<file path="src/design/ps2kd_pkg.sv">
// Types, constants and helpers of the PS/2 scancode key event decoder.
`timescale 1ns / 1ps

package ps2kd_pkg;

  localparam int KEY_COUNT = 512;
  localparam int CODE_W    = 9;
  localparam int BIT_W     = 3;
  localparam int ROW_BITS  = 1 << BIT_W;
  localparam int ROWS      = (KEY_COUNT + ROW_BITS - 1) / ROW_BITS;
  localparam int ROW_W     = $clog2(ROWS);
  localparam int NUM_REGS  = 6;
  localparam int REG_IDX_W = $clog2(NUM_REGS);
  localparam int CNT_W     = 10;

  typedef logic [CODE_W-1:0]    code_t;
  typedef logic [ROW_W-1:0]     row_t;
  typedef logic [ROW_BITS-1:0]  rowdata_t;
  typedef logic [REG_IDX_W-1:0] reg_idx_t;
  typedef logic [CNT_W-1:0]     cnt_t;
  typedef logic [1:0]           pfx_t;
  typedef logic [1:0]           op_t;

  localparam logic [7:0] ACK_BYTE  = 8'hFA;
  localparam logic [7:0] PFX0_BYTE = 8'hE0;
  localparam logic [7:0] PFX1_BYTE = 8'hE1;

  localparam code_t PFX0_BASE = 9'h080;
  localparam code_t PFX1_BASE = 9'h100;

  localparam pfx_t PFX_NONE = 2'd0;
  localparam pfx_t PFX_E0   = 2'd1;
  localparam pfx_t PFX_E1   = 2'd2;

  localparam op_t OP_EVENT  = 2'd0;
  localparam op_t OP_CLEAR  = 2'd1;
  localparam op_t OP_LOOKUP = 2'd2;

  localparam int REG_LSHIFT = 0;
  localparam int REG_RSHIFT = 1;
  localparam int REG_LCTRL  = 2;
  localparam int REG_RCTRL  = 3;
  localparam int REG_LALT   = 4;
  localparam int REG_RALT   = 5;

  localparam code_t REG_RESET [NUM_REGS] = '{9'd42, 9'd54, 9'd29, 9'd157, 9'd56, 9'd184};

  function automatic logic in_range(input code_t code);
    return int'(code) < KEY_COUNT;
  endfunction

  function automatic row_t row_of(input code_t code);
    return ROW_W'(code >> BIT_W);
  endfunction

endpackage

</file>
<file path="src/design/ps2_scancode_key_event_decoder.sv">
// Top level of the PS/2 scancode set 1 key event decoder.
// Throughput: one byte or clear per cycle while in_stall is low; prefix, ACK
// and clear give no beat. Events pass stage 1, then the output register.
// The key-down map is a ROWS x 8 RAM read in stage 0, written back in stage 1.
// A config write stalls the input as it is taken; stage 1 reads the modifier bit.
// Reset: synchronous; per-row valid flops empty the map at once, no sweep.
`timescale 1ns / 1ps

module ps2_scancode_key_event_decoder (
  input  logic       clk,
  input  logic       rst_n,
  input  logic       in_valid,
  output logic       in_stall,
  input  logic       in_command,
  input  logic [7:0] in_data_byte,
  output logic       out_valid,
  input  logic       out_stall,
  output logic [8:0] out_key_code,
  output logic       out_released,
  output logic       out_repeat_res,
  output logic       out_shift_held,
  output logic       out_ctrl_held,
  output logic       out_alt_held,
  output logic       out_any_pressed,
  input  logic       cfg_valid,
  output logic       cfg_ready,
  input  logic [2:0] cfg_index,
  input  logic [8:0] cfg_data
);

  ps2kd_pkg::rowdata_t mem [ps2kd_pkg::ROWS];

  ps2kd_pkg::code_t    regs_r [ps2kd_pkg::NUM_REGS];
  ps2kd_pkg::pfx_t     pfx_r, pfx_nxt;
  logic                s1_vld_r, s1_vld_nxt;
  ps2kd_pkg::op_t      s1_op_r;
  ps2kd_pkg::code_t    s1_code_r;
  logic                s1_rel_r;
  ps2kd_pkg::reg_idx_t s1_idx_r;
  ps2kd_pkg::rowdata_t rd_data_r;
  logic [ps2kd_pkg::ROWS-1:0]     row_vld_r, row_vld_nxt;
  logic                fwd_vld_r, fwd_vld_nxt;
  ps2kd_pkg::row_t     fwd_row_r;
  ps2kd_pkg::rowdata_t fwd_data_r;
  ps2kd_pkg::cnt_t     cnt_r, cnt_nxt;
  logic [ps2kd_pkg::NUM_REGS-1:0] mod_r, mod_nxt;
  logic                out_vld_r, out_vld_nxt;
  ps2kd_pkg::code_t    out_code_r;
  logic                out_rel_r, out_rep_r, out_sh_r, out_ct_r, out_al_r, out_any_r;

  logic                s0_ack, s0_pfx, in_acc, acc_clear, acc_byte, acc_event;
  logic                cfg_acc, cfg_hit, rd_en, s1_load;
  ps2kd_pkg::code_t    s0_code, rd_code;
  ps2kd_pkg::row_t     rd_row, s1_row;
  logic                s1_ok, fwd_hit, cur_bit, s1_adv, s1_busy, ev_fire, wr_en;
  logic                clr_fire, lkp_fire;
  logic [ps2kd_pkg::BIT_W-1:0] s1_sel;
  ps2kd_pkg::rowdata_t cur_row, new_row;

  // Stage 0: decode the byte against the pending prefix, issue the map read.
  always_comb begin
    s0_ack = (pfx_r == ps2kd_pkg::PFX_NONE) && (in_data_byte == ps2kd_pkg::ACK_BYTE);
    s0_pfx = (pfx_r == ps2kd_pkg::PFX_NONE) &&
             ((in_data_byte == ps2kd_pkg::PFX0_BYTE) || (in_data_byte == ps2kd_pkg::PFX1_BYTE));
    unique case (pfx_r)
      ps2kd_pkg::PFX_E1: s0_code = ps2kd_pkg::PFX1_BASE | ps2kd_pkg::CODE_W'(in_data_byte[6:0]);
      ps2kd_pkg::PFX_E0: s0_code = ps2kd_pkg::PFX0_BASE | ps2kd_pkg::CODE_W'(in_data_byte[6:0]);
      default:           s0_code = ps2kd_pkg::CODE_W'(in_data_byte[6:0]);
    endcase
  end

  assign cfg_ready = !s1_vld_r;
  assign cfg_acc   = cfg_valid && cfg_ready;
  assign cfg_hit   = cfg_acc && (int'(cfg_index) < ps2kd_pkg::NUM_REGS);

  assign in_stall  = s1_busy || cfg_acc;
  assign in_acc    = in_valid && !in_stall;
  assign acc_clear = in_acc && in_command;
  assign acc_byte  = in_acc && !in_command;
  assign acc_event = acc_byte && !s0_ack && !s0_pfx;

  assign rd_en   = acc_event || cfg_hit;
  assign rd_code = cfg_hit ? cfg_data : s0_code;
  assign rd_row  = ps2kd_pkg::in_range(rd_code) ? ps2kd_pkg::row_of(rd_code) : '0;
  assign s1_load = acc_event || acc_clear || cfg_hit;

  always_comb begin
    pfx_nxt = pfx_r;
    if (acc_byte) begin
      if (s0_pfx) begin
        pfx_nxt = (in_data_byte == ps2kd_pkg::PFX1_BYTE) ? ps2kd_pkg::PFX_E1 : ps2kd_pkg::PFX_E0;
      end else begin
        pfx_nxt = ps2kd_pkg::PFX_NONE;
      end
    end
  end

  // Stage 1: merge read row and last write-back; events modify and write back.
  assign s1_row  = ps2kd_pkg::row_of(s1_code_r);
  assign s1_ok   = ps2kd_pkg::in_range(s1_code_r);
  assign s1_sel  = s1_code_r[ps2kd_pkg::BIT_W-1:0];
  assign fwd_hit = fwd_vld_r && (fwd_row_r == s1_row);

  always_comb begin
    if (fwd_hit) begin
      cur_row = fwd_data_r;
    end else if (s1_ok && row_vld_r[s1_row]) begin
      cur_row = rd_data_r;
    end else begin
      cur_row = '0;
    end
    cur_bit = s1_ok && cur_row[s1_sel];
    new_row = cur_row;
    new_row[s1_sel] = !s1_rel_r;
  end

  assign s1_adv   = s1_vld_r &&
                    ((s1_op_r != ps2kd_pkg::OP_EVENT) || !out_vld_r || !out_stall);
  assign s1_busy  = s1_vld_r && !s1_adv;
  assign ev_fire  = s1_adv && (s1_op_r == ps2kd_pkg::OP_EVENT);
  assign clr_fire = s1_adv && (s1_op_r == ps2kd_pkg::OP_CLEAR);
  assign lkp_fire = s1_adv && (s1_op_r == ps2kd_pkg::OP_LOOKUP);
  assign wr_en    = ev_fire && s1_ok;

  always_comb begin
    s1_vld_nxt  = s1_load || (s1_vld_r && !s1_adv);
    row_vld_nxt = row_vld_r;
    fwd_vld_nxt = fwd_vld_r;
    cnt_nxt     = cnt_r;
    mod_nxt     = mod_r;
    if (clr_fire) begin
      row_vld_nxt = '0;
      fwd_vld_nxt = 1'b0;
      cnt_nxt     = '0;
      mod_nxt     = '0;
    end
    if (wr_en) begin
      row_vld_nxt[s1_row] = 1'b1;
      fwd_vld_nxt         = 1'b1;
      if (cur_bit && s1_rel_r) begin
        cnt_nxt = cnt_r - 1'b1;
      end else if (!cur_bit && !s1_rel_r) begin
        cnt_nxt = cnt_r + 1'b1;
      end
      for (int i = 0; i < ps2kd_pkg::NUM_REGS; i++) begin
        if (regs_r[i] == s1_code_r) begin
          mod_nxt[i] = !s1_rel_r;
        end
      end
    end
    if (lkp_fire) begin
      mod_nxt[s1_idx_r] = cur_bit;
    end
  end

  assign out_vld_nxt = ev_fire || (out_vld_r && out_stall);

  always_ff @(posedge clk) begin
    if (wr_en) begin
      mem[s1_row] <= new_row;
    end
    if (rd_en) begin
      rd_data_r <= mem[rd_row];
    end
  end

  always_ff @(posedge clk) begin
    if (!rst_n) begin
      pfx_r     <= ps2kd_pkg::PFX_NONE;
      s1_vld_r  <= 1'b0;
      row_vld_r <= '0;
      fwd_vld_r <= 1'b0;
      cnt_r     <= '0;
      mod_r     <= '0;
      out_vld_r <= 1'b0;
      regs_r    <= ps2kd_pkg::REG_RESET;
    end else begin
      pfx_r     <= pfx_nxt;
      s1_vld_r  <= s1_vld_nxt;
      row_vld_r <= row_vld_nxt;
      fwd_vld_r <= fwd_vld_nxt;
      cnt_r     <= cnt_nxt;
      mod_r     <= mod_nxt;
      out_vld_r <= out_vld_nxt;
      if (cfg_hit) begin
        regs_r[cfg_index] <= cfg_data;
      end
    end
  end

  always_ff @(posedge clk) begin
    if (s1_load) begin
      if (cfg_hit) begin
        s1_op_r   <= ps2kd_pkg::OP_LOOKUP;
        s1_code_r <= cfg_data;
        s1_rel_r  <= 1'b0;
      end else begin
        s1_op_r   <= acc_clear ? ps2kd_pkg::OP_CLEAR : ps2kd_pkg::OP_EVENT;
        s1_code_r <= s0_code;
        s1_rel_r  <= in_data_byte[7];
      end
      s1_idx_r <= ps2kd_pkg::REG_IDX_W'(cfg_index);
    end
    if (wr_en) begin
      fwd_row_r  <= s1_row;
      fwd_data_r <= new_row;
    end
    if (ev_fire) begin
      out_code_r <= s1_code_r;
      out_rel_r  <= s1_rel_r;
      out_rep_r  <= !s1_rel_r && cur_bit;
      out_sh_r   <= mod_r[ps2kd_pkg::REG_LSHIFT] || mod_r[ps2kd_pkg::REG_RSHIFT];
      out_ct_r   <= mod_r[ps2kd_pkg::REG_LCTRL]  || mod_r[ps2kd_pkg::REG_RCTRL];
      out_al_r   <= mod_r[ps2kd_pkg::REG_LALT]   || mod_r[ps2kd_pkg::REG_RALT];
      out_any_r  <= cnt_nxt != '0;
    end
  end

  assign out_valid       = out_vld_r;
  assign out_key_code    = out_code_r;
  assign out_released    = out_rel_r;
  assign out_repeat_res  = out_rep_r;
  assign out_shift_held  = out_sh_r;
  assign out_ctrl_held   = out_ct_r;
  assign out_alt_held    = out_al_r;
  assign out_any_pressed = out_any_r;

endmodule

</file>
<file path="config.mk">
export PLATFORM = sky130hd
export DESIGN_NAME = ps2_scancode_key_event_decoder
export DESIGN_NICKNAME = d
export VERILOG_FILES = /design/src/design/ps2kd_pkg.sv /design/src/design/ps2_scancode_key_event_decoder.sv
export SDC_FILE = /design/constraint.sdc
export NUM_CORES = 1
export LEC_CHECK = 0
export ABC_AREA = 1
export BUFFER_PORTS_ARGS = -buffer_cell sky130_fd_sc_hd__buf_2
export CAP_MARGIN = 20
export CORE_ASPECT_RATIO = 0.5
export CORE_MARGIN = 1
export CORE_UTILIZATION = 50
export DETAILED_ROUTE_END_ITERATION = 8
export PLACE_DENSITY = 0.78
export REMOVE_ABC_BUFFERS = 1
export SLEW_MARGIN = 20
export SYNTH_ARGS = -nofsm -noshare
export SYNTH_HDL_FRONTEND = slang
export SYNTH_SLANG_ARGS = --single-unit
</file>
<file path="constraint.sdc">
create_clock -name clk -period 5.95 [get_ports clk]
set_clock_uncertainty 0.05 [all_clocks]
set_input_delay 0.8925 -clock clk [delete_from_list [all_inputs] [get_ports clk]]
set_output_delay 0.8925 -clock clk [all_outputs]
set_load 0.02 [all_outputs]
</file>
==> key figures <==
Placed design
  • GP Congestion: about 0.89
  • Placed Cells: roughly 3,300
  • Dpl hpwl: between 40 and 50 mm
  • Port Buffers: 43

Final layout
  • Antenna Cells: 0
  • Leading cell type in the layout, fill and taps excluded: edfxtp_1
  • Share of cells above drive strength 1: around 8.1%
  • Final #Nets: 2,656
  • Most frequent cells in the layout: 558 x edfxtp_1, 463 x nor2_1, 291 x o21ai_0
  • Core Util, Final: a little under three fifths
  • Cell Count, Final, Fillers Out: 3,434
  • Area Growth Syn to Fin: 9.856%

Global routing
  • First-pass GRT wire length: approximately 120 mm
  • GRT overflow: 0
  • Largest net degree at the start of global routing: between 200 and 250
  • Initial antenna violation count: 0
  • Vias in the first global route: 19,530
  • Total GRT Usage: between 20% and 30%

Setup path
  • Critical path type: flip-flop to flip-flop
  • CP startpoint kind: flip-flop
  • Crit path cell chain: inv_2 -> nand2_1 -> inv_2 -> o21ai_2 -> inv_2 -> o21ai_4 -> buf_12 -> buf_4 -> o21ai_0 -> o221ai_1 -> o211ai_1 -> nand3_1 -> nand3_1 -> nand2_1
  • CP max stage cell: buf_4
  • Most common cell on crit path: inv_2
  • CP max stage delay: roughly 550 ps
  • Critical Path RT: between 6000 and 7000 ps
  • CP Max Fanout: between 200 and 250
  • Crit end category: flip-flop
  • CP arrival: about 4800 ps

Clock network
  • H-tree levels: 2
  • Worst-Skew Late Latency: roughly 630 ps
  • Worst-path clk slew: approximately 70 ps
  • CTS tree: built
  • Post-cts resize count: 0
  • CTS Hold Bufs: 0
  • CTS Root Cell: clkbuf_16
  • Max Root-Sink Buffers: 3
  • CTS buffer count: approximately 60
  • Setup Buffers After CTS: 0
  • Clk sinks: ~700

Detailed routing
  • Avg WL per Cell: 22.56 µm
  • Antenna Nets Post-Route: 0
  • DR DRC count: 0
  • WL final: slightly below 80 mm
  • Via Count: between 20,000 and 25,000
  • DRT iter0 DRCs: around 3,400
  • DR pass1 iterations: 6
  • Vias per cell: 6.166

Yosys
  • Yosys reg bits: 697
  • Mapped cell area: 28,970 µm²
  • Synthesis Warnings: 0
  • Post-synth cell types: 42
  • Largest area contributor in the netlist: edfxtp_1
  • Syn avg cell area: approximately 11 µm²
  • Top post-synthesis cells by area: edfxtp_1 58%, dfxtp_1 9.6%, nor2_1 6.1%
  • Gate count of the mapped netlist: around 2,700
  • Post-synthesis sequential area ratio: between 60% and 70%
  • Synth top area share: 57.84%

STA
  • Tmin final: between 4000 and 5000 ps
  • Fin Setup TNS: 0 ps
  • Slew @ Worst Pin: about 1200 ps
  • RSZ-0062 raised after global routing: no
  • Hold_ws: 428.3 ps
  • Fin. Hold Viols: 0
  • Final number of setup-violating endpoints: 0
  • Slew Viols, Final: 0
  • Fmax: 231.4 MHz
  • Final period utilization: a little over 70%
  • Worst slew margin: 20.89%

Die
  • Core area: around 56,000 µm²
  • Top-Level Pins: 44
  • Die height: 172.2 µm
  • Die Width: 342.4 µm
  • Initial Util: a little over 50%
  • Num rows: around 60
  • Die Area: 58,970 µm²

Power and ir drop
  • Power Density: about 340 nW/µm²
  • P_leak: roughly 11 nW
  • Maximum vdd ir drop: 217.8 µV

Flow run
  • Max Cap Viol: 0

Hold path
  • Worst min-delay path category: flip-flop to flip-flop

Outcome
  • Status: finished clean
==> state kept, by name, summed over array words and instances, names as in the netlist, 2 cells and up <==
name,flops
cnt_r,10
fwd_data_r,8
fwd_row_r,6
mem,512
mod_r,6
out_key_code,3
pfx_r,2
rd_data_r,8
regs_r,54
row_vld_r,64
s1_code_r,9
s1_idx_r,3
s1_op_r,2
==> routing by layer <==
layer | up-vias | global-route usage [%] | share of wire (%)
li1 | 9405 | - | -
met3 | 198 | 5.574 | 13
met1 | 10180 | 36.51 | 39
met4 | 0 | 8.967 | 3.0
met2 | 1388 | 40.56 | 45
met5 | - | 0 | 0
==> power by group <==
part           switching [mW]  internal [mW]  total [mW]
combinational            1.05          0.305        1.36
sequential             0.0677           5.53        5.60
clock                    1.76           2.14        3.89
==> worst paths after layout <==
| kind | start | endpoint | slack, ps | depth (start not counted) |
|---|---|---|---|---|
| max | s1_vld_r$_SDFF_PN0_ | rd_data_r[4]$_DFFE_PP_ | 1630 | 14 |
| min | regs_r[43]$_SDFFE_PN0P_ | regs_r[43]$_SDFFE_PN0P_ | 430 | 2 |
| max reg2reg | s1_vld_r$_SDFF_PN0_ | rd_data_r[4]$_DFFE_PP_ | 1630 | 14 |
| min reg2reg | regs_r[43]$_SDFFE_PN0P_ | regs_r[43]$_SDFFE_PN0P_ | 430 | 2 |
==> layout make-up <==
cell class              count  area [µm²]
fillers                  4400       24580
well taps                 756       945.9
clock buffers              78        1620
inverters                 157       594.3
multi-input cells        1641        8334
clock inverters            33       317.8
repair buffers             72       474.2
flip-flops and latches    697       19540
==> synth_stat cells (all sizes together) <==
cell    count
o211ai     72
a221o       1
or2        10
and2        1
xnor2      12
a22o        1
o311ai      2
buf        21
o21ai     316
clkbuf    135
ha          2
a21oi     104
a211oi      4
nand3     140
nor2      473
nand2     269
inv       149
o22ai      72
clkinv      8
nand4      11
dfxtp     139
nor3       37
xor2       41
a221oi      3
nand3b      1
edfxtp    558
nor4        4
o221ai     65
==> worst max-delay path: cells and delay by family, from the launching register on <==
family / cells / cell delay [ps]
AOI/OAI and AO/OA: 5 / 1240
and+or+nand+nor: 4 / 600
DFF: 1 / 410
buffers and inverters: 5 / 1450
==> stage by stage <==
stage | instance area [µm²] | worst slack, ps | power, mW
after floorplan | 28320 | -5092 | 6.476
after global placement | 29860 | 925.5 | 6.965
after detailed placement | 29870 | 1239 | 7.005
after CTS | 31810 | 1844 | 10.79
after global routing | 31830 | 1442 | 11.13
final | 31830 | 1629 | 10.85
==> cells by family (layout without fill, tap and decap cells) <==
group | count (synthesis) | after routing | synth area share (%)
AO/OA/AOI/OAI | 640 | 640 | 12.97
AND/OR/NAND/NOR | 946 | 946 | 13.61
adder cells (fa/ha/maj) | 2 | 2 | 0.08636
flip-flops | 697 | 697 | 67.44
XOR/XNOR | 53 | 53 | 1.602
buffers and inverters | 313 | 340 | 4.280
Note: power is estimated with default switching activity, not from simulation.
